**src/bnzs_pkg.sv**
```systemverilog
package bnzs_pkg;

  // default geometry of the bitmap
  localparam int WORD_BITS_DEF = 32;
  localparam int MAP_WORDS_DEF = 64;

  // fixed field widths
  localparam int WIDX_W        = 6;
  localparam int WDATA_W       = 32;
  localparam int IDX_W         = 12;
  // running bit base of a word may pass the 12-bit limit by up to one word
  localparam int BASE_W        = IDX_W + 1;
  // widest word the design supports
  localparam int WORD_BITS_MAX = 64;

  localparam logic OP_WRITE  = 1'b0;
  localparam logic OP_SEARCH = 1'b1;

  typedef struct packed {
    logic             hit;
    logic [IDX_W-1:0] index;
  } scan_res_t;

endpackage

```
**src/bnzs_word_scan.sv**
```systemverilog
module bnzs_word_scan
  import bnzs_pkg::*;
#(
  parameter int WORD_BITS = WORD_BITS_DEF
) (
  input  logic [WORD_BITS-1:0] word_i,
  input  logic [BASE_W-1:0]    base_i,
  input  logic [IDX_W-1:0]     start_i,
  input  logic [IDX_W-1:0]     limit_i,
  output scan_res_t            res_o
);

  localparam int PW = (WORD_BITS > 1) ? $clog2(WORD_BITS) : 1;

  logic [BASE_W-1:0]    start_ext;
  logic [BASE_W-1:0]    limit_ext;
  logic [BASE_W-1:0]    lo;
  logic [BASE_W-1:0]    hi;
  logic [WORD_BITS-1:0] ones;
  logic [WORD_BITS-1:0] masked;
  logic [PW-1:0]        pos;

  assign start_ext = BASE_W'(start_i);
  assign limit_ext = BASE_W'(limit_i);
  assign ones      = {WORD_BITS{1'b1}};

  // bit offsets of start and limit inside this word
  assign lo = (start_ext > base_i) ? (start_ext - base_i) : '0;
  assign hi = (limit_ext > base_i) ? (limit_ext - base_i) : '0;

  // bits below start and at or past limit count as set
  assign masked = word_i | ~(ones << lo) | (ones << hi);

  always_comb begin
    pos = '0;
    for (int j = WORD_BITS - 1; j >= 0; j--) begin
      if (!masked[j]) begin
        pos = PW'(j);
      end
    end
  end

  assign res_o.hit   = ~&masked;
  assign res_o.index = IDX_W'(base_i + BASE_W'(pos));

endmodule

```
**src/bitmap_next_zero_search.sv**
```systemverilog
// next-zero-bit search over a word-organized bitmap
// write item: no result; start may follow in the next cycle
// search item: done_o pulses once per search, one word read a cycle
//   through the single memory read port until a zero is hit, the limit is reached or the map ends
// after reset a clearing pass zeroes the map with busy high
// done_o and zero_index_o are valid for one cycle only, the receiver cannot stall
module bitmap_next_zero_search
  import bnzs_pkg::*;
#(
  parameter int WORD_BITS = WORD_BITS_DEF,
  parameter int MAP_WORDS = MAP_WORDS_DEF
) (
  input  logic               clk_i,
  input  logic               rst_ni,
  input  logic               start,
  output logic               busy,
  input  logic               opcode_i,
  input  logic [WIDX_W-1:0]  word_index_i,
  input  logic [WDATA_W-1:0] word_data_i,
  input  logic [IDX_W-1:0]   start_bit_i,
  input  logic [IDX_W-1:0]   bit_limit_i,
  output logic               done_o,
  output logic [IDX_W-1:0]   zero_index_o
);

  localparam int AW = (MAP_WORDS > 1) ? $clog2(MAP_WORDS) : 1;

  typedef enum logic [2:0] {
    ST_CLEAR = 3'b001,
    ST_IDLE  = 3'b010,
    ST_SCAN  = 3'b100
  } state_e;

  state_e state_q, state_d;

  // sequencer control
  logic [AW-1:0]        addr_q, addr_d;
  logic                 issue_on_q, issue_on_d;
  logic                 chk_vld_q, chk_vld_d;
  logic                 done_q, done_d;

  // payload
  logic [BASE_W-1:0]    base_q, base_d;
  logic [BASE_W-1:0]    chk_base_q, chk_base_d;
  logic [IDX_W-1:0]     start_q, start_d;
  logic [IDX_W-1:0]     limit_q, limit_d;
  logic [IDX_W-1:0]     zero_q, zero_d;

  // bitmap memory
  logic [WORD_BITS-1:0] mem [MAP_WORDS];
  logic [WORD_BITS-1:0] rdata_q;
  logic                 mem_we;
  logic [AW-1:0]        mem_waddr;
  logic [WORD_BITS-1:0] mem_wdata;
  logic                 mem_re;

  logic                 xfer;
  logic                 write_ok;
  logic [WORD_BITS_MAX-1:0] data_ext;
  logic [BASE_W-1:0]    base_next;
  scan_res_t            scan_res;

  assign busy = (state_q != ST_IDLE);
  assign xfer = start && !busy;

  // writes past the map are dropped, data bits above the word are dropped or zero
  assign write_ok  = (32'(word_index_i) < MAP_WORDS);
  assign data_ext  = WORD_BITS_MAX'(word_data_i);
  assign base_next = base_q + BASE_W'(WORD_BITS);

  // the single word unit: mask the word against start and limit, find its lowest zero
  bnzs_word_scan #(
    .WORD_BITS (WORD_BITS)
  ) u_scan (
    .word_i  (rdata_q),
    .base_i  (chk_base_q),
    .start_i (start_q),
    .limit_i (limit_q),
    .res_o   (scan_res)
  );

  always_comb begin
    state_d    = state_q;
    addr_d     = addr_q;
    issue_on_d = issue_on_q;
    chk_vld_d  = 1'b0;
    done_d     = 1'b0;
    base_d     = base_q;
    chk_base_d = chk_base_q;
    start_d    = start_q;
    limit_d    = limit_q;
    zero_d     = zero_q;
    mem_we     = 1'b0;
    mem_waddr  = addr_q;
    mem_wdata  = '0;
    mem_re     = 1'b0;

    case (state_q)
      ST_CLEAR: begin
        // zero one word a cycle
        mem_we = 1'b1;
        addr_d = addr_q + AW'(1);
        if (addr_q == AW'(MAP_WORDS - 1)) begin
          addr_d  = '0;
          state_d = ST_IDLE;
        end
      end

      ST_IDLE: begin
        if (xfer) begin
          if (opcode_i == OP_WRITE) begin
            mem_we    = write_ok;
            mem_waddr = AW'(word_index_i);
            mem_wdata = data_ext[WORD_BITS-1:0];
          end else begin
            start_d    = start_bit_i;
            limit_d    = bit_limit_i;
            addr_d     = '0;
            base_d     = '0;
            issue_on_d = (bit_limit_i != '0);
            state_d    = ST_SCAN;
          end
        end
      end

      ST_SCAN: begin
        // read side: one word issued per cycle while below the limit and inside the map
        if (issue_on_q) begin
          mem_re     = 1'b1;
          chk_vld_d  = 1'b1;
          chk_base_d = base_q;
          base_d     = base_next;
          addr_d     = addr_q + AW'(1);
          issue_on_d = (addr_q != AW'(MAP_WORDS - 1)) &&
                       (base_next < BASE_W'(limit_q));
        end
        // check side: word read in the previous cycle
        if (chk_vld_q && scan_res.hit) begin
          done_d     = 1'b1;
          zero_d     = scan_res.index;
          chk_vld_d  = 1'b0;
          issue_on_d = 1'b0;
          state_d    = ST_IDLE;
        end else if (!issue_on_q && !chk_vld_q) begin
          // nothing zero in range
          done_d  = 1'b1;
          zero_d  = limit_q;
          state_d = ST_IDLE;
        end
      end

      default: begin
        state_d = ST_IDLE;
      end
    endcase
  end

  always_ff @(posedge clk_i or negedge rst_ni) begin
    if (!rst_ni) begin
      state_q    <= ST_CLEAR;
      addr_q     <= '0;
      issue_on_q <= 1'b0;
      chk_vld_q  <= 1'b0;
      done_q     <= 1'b0;
    end else begin
      state_q    <= state_d;
      addr_q     <= addr_d;
      issue_on_q <= issue_on_d;
      chk_vld_q  <= chk_vld_d;
      done_q     <= done_d;
    end
  end

  always_ff @(posedge clk_i) begin
    base_q     <= base_d;
    chk_base_q <= chk_base_d;
    start_q    <= start_d;
    limit_q    <= limit_d;
    zero_q     <= zero_d;
  end

  always_ff @(posedge clk_i) begin
    if (mem_we) begin
      mem[mem_waddr] <= mem_wdata;
    end
    if (mem_re) begin
      rdata_q <= mem[addr_q];
    end
  end

  assign done_o       = done_q;
  assign zero_index_o = zero_q;

  // a result only follows a scan
  a_done_after_scan: assert property (@(posedge clk_i) disable iff (!rst_ni)
    done_o |-> $past(state_q == ST_SCAN))
    else $error("result strobe without a scan");

  // a word is only checked after it was issued
  a_chk_after_issue: assert property (@(posedge clk_i) disable iff (!rst_ni)
    chk_vld_q |-> $past(issue_on_q))
    else $error("word check without a read");

  // result never passes the limit
  a_result_bounded: assert property (@(posedge clk_i) disable iff (!rst_ni)
    done_o |-> (zero_index_o <= limit_q))
    else $error("result past the limit");

  // result never lies below the start bit when the range is not empty
  a_result_from_start: assert property (@(posedge clk_i) disable iff (!rst_ni)
    (done_o && (start_q < limit_q)) |-> (zero_index_o >= start_q))
    else $error("result below the start bit");

endmodule

```
**config.mk**
```make
export PLATFORM = sky130hd
export DESIGN_NAME = bitmap_next_zero_search
export DESIGN_NICKNAME = d
export VERILOG_FILES = /design/src/bnzs_pkg.sv /design/src/bnzs_word_scan.sv /design/src/bitmap_next_zero_search.sv
export SDC_FILE = /design/constraint.sdc
export NUM_CORES = 2
export LEC_CHECK = 0
export ABC_AREA = 1
export ABC_CLOCK_PERIOD_IN_PS = 8500
export BUFFER_PORTS_ARGS = -buffer_cell sky130_fd_sc_hd__buf_2
export CAP_MARGIN = 20
export CORE_ASPECT_RATIO = 1.75
export CORE_UTILIZATION = 50
export CTS_CLUSTER_SIZE = 28
export DETAILED_ROUTE_END_ITERATION = 7
export GPL_ROUTABILITY_DRIVEN = 0
export PLACE_DENSITY = 0.64
export SETUP_SLACK_MARGIN = 0.5
export SLEW_MARGIN = 20
export SYNTH_ARGS = -nofsm -noshare
export SYNTH_HDL_FRONTEND = slang
export SYNTH_SLANG_ARGS = --single-unit
```
**constraint.sdc**
```tcl
create_clock -name clk_i -period 8.5 [get_ports clk_i]
set_input_delay 0.85 -clock clk_i [delete_from_list [all_inputs] [get_ports clk_i]]
set_output_delay 0.85 -clock clk_i [all_outputs]
set_load 0.05 [all_outputs]
```
Word level (Yosys, flattened, before mapping). Memories as Yosys holds them, arrays and structs flattened. A register that Yosys moved wholly into a read port is not among the register bits. Cells that the tools add are included.

Register bits after elaboration: 74. Latch bits: 0. Bits in writable memories: 2048. Memory bits (read-only): 0. Input bits: 66. Output and inout port bits: 14. Word-level logic and storage cells: 129. Memories: 1.

Memory list: mem (words 64, width 32, rd ports 1, clocked after Yosys merged registers in 1, wr ports 1, line bitmap_next_zero_search.sv:50) `logic [WORD_BITS-1:0] mem [MAP_WORDS];`.

Add/subtract/negate cells: 5. Multiply operators: 0. Divide/modulo/power cells: 0. $lt $le $gt $ge: 3. Equality and inequality tests: 11. Shifts and indexed selects: 2. Muxes and demuxes: 74. Bitwise logic cells: 3. Reductions and logical operators: 20.

Operator list (number): 5-bit 2-to-1 mux (32); 32-bit 2-to-1 mux (3); 13-bit 2-to-1 mux (5); 32-bit OR (2); 32-bit by 13-bit left shift with 32-bit output (first input constant) (2); 6-bit 2-to-1 mux (7); 32-bit NOT (1); 32-bit AND reduction (1); 12-bit by 13-bit greater-than comparator with 1-bit output (2); 13-bit one-hot mux with 2 select lines (1); 12-bit by 13-bit subtractor with 13-bit output (2); 12-bit 2-to-1 mux (2); 6-bit one-hot mux with 3 select lines (1); 1-bit 2-to-1 mux (15); 3-bit 2-to-1 mux (5); 13-bit by 6-bit adder with 13-bit output (second input constant) (1); 13-bit by 12-bit less-than comparator with 1-bit output (1); 12-bit by 5-bit adder with 12-bit output (1); 4-bit AND reduction (3); 12-bit nonzero test (1); 3-bit one-hot mux with 3 select lines (1); 2-bit inequality test (second input constant) (4); 6-bit by 1-bit adder with 6-bit output (second input constant) (1); 6-bit == test (second input constant) (1); 13 further kinds (23).

Longest topological paths before layout.
Word-level depth: 40. Depth in mapped cells: 48. Mapped depth without buffers: 48.

Modules after synthesis. From an unflattened synthesis, not the netlist that was laid out.

Cells, all modules: 7939. Area, all modules: 89604.7 um^2.

Modules (own cells, without submodules): bitmap_next_zero_search (times used 1, cells an instance 7281, area an instance 86316.5 um^2); bnzs_word_scan (times used 1, cells an instance 658, area an instance 3288.2 um^2).

Worst setup path before layout. No wires, ideal clock.

Path type: reg2reg. Start: register state_q[2]. End: memory mem[38][0] in the netlist's numbering (enable). Library setup time: 502 ps. Arrival: 5208 ps. Slack: 2790 ps. Cell stages (with the launch flop): 9. Path buffers: 1. Clock period less this slack: 5710 ps. Cells stage by stage: dfrtp_1 -> nor3_1 -> inv_1 -> nor2_1 -> nand2_1 -> clkbuf_1 -> o21ai_0 -> nand3_1 -> nor4_1.

Cells in the longest elaborated chain, start to end: 7. Elaborated cells between the ends (all ways): 11. Classes of those cells: eq/ne: 3; mux: 6; reduce/logical: 2.

RTL lines: from (decl) (line bitmap_next_zero_search.sv:34) `state_e state_q, state_d;`; from (signal assigned) (line bitmap_next_zero_search.sv:166) `state_q <= state_d;`; 3-bit by 2-bit inequality test with 1-bit output * (line bitmap_next_zero_search.sv:63) `assign busy = (state_q != ST_IDLE);`; net busy (line bitmap_next_zero_search.sv:16) `output logic busy,`; 1-bit logical NOT * (line bitmap_next_zero_search.sv:64) `assign xfer = start && !busy;`; 1-bit logical AND * (line bitmap_next_zero_search.sv:64); 1-bit 2-to-1 mux (line bitmap_next_zero_search.sv:110) `if (xfer) begin`; 1-bit one-hot mux with 2 select lines (line bitmap_next_zero_search.sv:98) `case (state_q)`; 1-bit 2-to-1 mux (line bitmap_next_zero_search.sv:183) `if (mem_we) begin`; 1-bit 2-to-1 mux (implied by the code) (line bitmap_next_zero_search.sv:184) `mem[mem_waddr] <= mem_wdata;`; to (decl) (line bitmap_next_zero_search.sv:50).

Mark *: on every way through the listed nets, which the timed path passes. The rest lies on a longest branch.

Final worst setup path.
Start: register limit_q[6]. End: register zero_q[7] (netlist: zero_index_o[7]) (enable).

Cells in the longest elaborated chain, start to end: 9. Elaborated cells between the ends (all ways): 10. Classes of those cells: add/sub: 1; order compare: 1; shift: 1; mux: 1; bitwise: 1; reduce/logical: 5.

RTL lines: from (decl) (line bitmap_next_zero_search.sv:46) `logic [IDX_W-1:0] limit_q, limit_d;`; from (signal assigned) (line bitmap_next_zero_search.sv:178) `limit_q <= limit_d;`; 12-bit by 13-bit subtractor with 13-bit output / 12-bit by 13-bit greater-than comparator with 1-bit output (equally long branches) (line bnzs_word_scan.sv:29) `assign hi = (limit_ext > base_i) ? (limit_ext - base_i) : '0;`; 13-bit 2-to-1 mux * (line bnzs_word_scan.sv:29); 32-bit by 13-bit left shift with 32-bit output * (line bnzs_word_scan.sv:32) `assign masked = word_i | ~(ones << lo) | (ones << hi);`; 32-bit OR * (line bnzs_word_scan.sv:32); 32-bit AND reduction * (line bnzs_word_scan.sv:43) `assign res_o.hit = ~&masked;`; 1-bit logical NOT * (line bnzs_word_scan.sv:43); 1-bit logical AND * (line bitmap_next_zero_search.sv:138) `if (chk_vld_q && scan_res.hit) begin`; 2-bit nonzero test (no source line) *; 2-bit AND reduction (no source line) *; to (signal assigned) (line bitmap_next_zero_search.sv:179) `zero_q <= zero_d;`; to (decl) (line bitmap_next_zero_search.sv:47) `logic [IDX_W-1:0] zero_q, zero_d;`.

Mark *: on every way between the ends. The rest lies on a longest branch, timed or not. A chain may end at the register's enable or synchronous reset.

==> metrics.yaml <==
ys_ff_latch: 2144
startpoint_type: "register"
drc: 0
clock_sinks: 2144
whs_ns: 0.234
syn_inst: 6488
routed-wl-met3_um: 20000
die_h_um: 549
grt_max_degree: 204
power_density_nw_per_um2: 288
wl_met2_um: 118000
fmax_mhz: 192
leakagePower_nw: 30.6
critPathKind: "reg2reg"
final_cell_mix: "2132 x edfxtp_1, 1104 x nor2_1, 1052 x o21ai_0"
synth_area_um2: 85400
outcome: "complete, no violations"
coreArea_um2: 170000
io_pins: 80
dp_hpwl_um: 144000
postCtsSetupBuffers: 0
numCtsBuffers: 187
cts_tree: "done"
holdPathEnd: "start_q[9]"
grt_pass1_vias: 52600
num_rows: 200
top_layer: "met5"
areaGrowthSynthToFinish_pct: 10.7
setup_viol_count_final: 0
maxSlewHeadroom_pct: 15.6
hold_viol_final: 0
fillers: 13400
grt_pass1_wl_um: 355000
synth_seq_area_share_pct: 75.3
vdd_ir_drop_max_mv: 0.218
synth_fp_nets: 6577
cts_buffer_depth: 4
async_flop_share_pct: 0.560
drive_gt1_share_pct: 9.26
wirelength_um: 248000
htree_levels: 4
slew_violations: 0
r2r-end: "zero_index_o[7]"
end_kind: "register"
portBuffers: 79
final_common_cell: "edfxtp_1"
synthFlopType: "edfxtp_1"
fin_crit_sh_pct: 61.2
critPathMaxFanout: 18
syn_area_per_cell_um2: 13.2
min_path_type: "in2reg"
antenna_left: 0
dr_total_vias: 55300
required_ns: 9.03
die_w_um: 314
drt-pass1-iter-count: 8
rsz0062_at_grt: "false"
wl_per_cell_um: 28.2
maxCapViolCount: 0
r2r-start: "limit_q[6]"
finalSetupTns_ns: 0
worst_ep_arrival_time_ns: 5.73
start_util_pct: 50.3
clock_latency_ns: 0.82
cts_root_buf: "clkbuf_16"
dieArea_um2: 173000
reg2reg_setup_slack_ns: 3.29
reg2regPathDepth: 20
fin_crit_ns: 5.21
wl_met1_um: 89100
grt.overflow.total: 0
finClkSkew_ns: 0.0325
worstMarginPinSlew_ns: 1.26
worstHoldStart: "start_bit_i[9]"
vias_per_cell: 6.29
fin_nets: 6516
yosysWarnings: 0
initialDrtViolationCount: 6530
fin_util_pct: 55.7
synth-edff-count: 2132
antenna_found_initial: 12
gr-usage-all-layers_pct: 28.3
yosysUniqueCellTypes: 58
min_path_cells: 1
clk_pin_slew_worst_paths_ns: 0.07
synthesized netlist by cell type, types with 20 or more instances:
master | instances | share of area, %
o211ai_1 | 53 | 0.47
nor3_1 | 26 | 0.15
inv_1 | 126 | 0.55
a31oi_1 | 34 | 0.25
buf_1 | 20 | 0.088
o21ai_0 | 1052 | 6.2
nand2_1 | 383 | 1.7
nand3_1 | 195 | 1.1
a32o_1 | 32 | 0.38
clkbuf_1 | 421 | 1.9
o22ai_1 | 306 | 2.2
o221ai_1 | 208 | 2.1
nor2_1 | 1195 | 5.3
edfxtp_1 | 2132 | 75
ha_1 | 23 | 0.34
a21oi_1 | 116 | 0.68
nand4_1 | 36 | 0.26
worst max-delay path by stage:
stage	from	end	slack, ns	cells past startpoint
after floorplan	state_q[2]	mem[38][0]	2.79	8
after global placement	opcode_i	mem[10][4]	3.42	7
after detailed placement	opcode_i	mem[2][17]	3.27	7
after CTS	limit_q[7]	zero_index_o[2]	3.26	19
after global routing	limit_q[6]	zero_index_o[10]	2.83	20
final	limit_q[6]	zero_index_o[7]	3.29	20
sequential cells by signal (all words and copies together) (netlist names):
name,flops
zero_index_o,12
chk_base_q,8
state_q,3
rdata_q,32
addr_q,6
start_q,12
issue_on_q,1
done_o,1
chk_vld_q,1
limit_q,12
base_q,8
mem,2048
final cells by class:
class	count	area, um^2	area share, %
flip-flops and latches	2144	64300	68.0
diodes	4	10.0	0.0106
well taps	2222	2780	2.94
inverters	144	572	0.605
repair buffers	198	1500	1.59
clock inverters	107	963	1.02
clock buffers	219	4840	5.12
multi-input cells	3752	19500	20.7
per-stage QoR:
stage / power [mW] / cells / worst slack [ns] / area, um^2
final: 27.2 / 8790 / 3.29 / 94500
after detailed placement: 19.0 / 8451 / 3.27 / 88600
after CTS: 27.2 / 8778 / 3.26 / 94400
after global routing: 28.1 / 8787 / 2.83 / 94500
after floorplan: 16.3 / 6488 / 2.79 / 85400
after global placement: 18.9 / 8449 / 3.42 / 88500
critical path, cell delays in order (launching register included):
cell and delay, ns:
edfxtp_1 0.43, ha_1 0.39, nand2_1 0.09, inv_1 0.06, nand2_1 0.06, nand2_2 0.09
a21oi_2 0.06, nor2_2 0.41, inv_1 0.20, nor2_1 0.66, o21ai_0 0.25, a2111oi_1 0.63
nor2_1 0.08, nand2_1 0.14, nor3_1 0.09, nand2_1 0.09, nand2_2 0.19, inv_2 0.20
nor2_1 0.07, nor2_1 0.45, buf_4 0.27
power by group:
| part | internal, mW | leakage [nW] | switching [mW] | total, mW |
|---|---|---|---|---|
| sequential | 11.7 | 19.8 | 0.154 | 11.9 |
| combinational | 1.78 | 7.93 | 5.25 | 7.04 |
| clock | 4.58 | 2.84 | 3.72 | 8.31 |
cell families after synthesis:
family,Yosys count,share of synthesized area (%)
XOR/XNOR,10,0.103
flip-flops,2144,75.3
AND/OR/NAND/NOR,1884,8.96
adder cells (fa/ha/maj),23,0.337
buffers and inverters,592,2.63
AO/OA/AOI/OAI,1835,12.6
timing repair:
action | CTS | global route
resized for setup | 0 | 0
hold buffers | 1 | 0
hold endpoints to repair | 11 | 0
metal layers:
layer / vias to the layer above / GRT usage, %
li1: 24200 / -
met1: 27600 / 34.8
met2: 2813 / 45.6
met3: 611 / 3.99
met4: 2 / 20.8
met5: - / 0
Power figures use the tool's default switching activity.
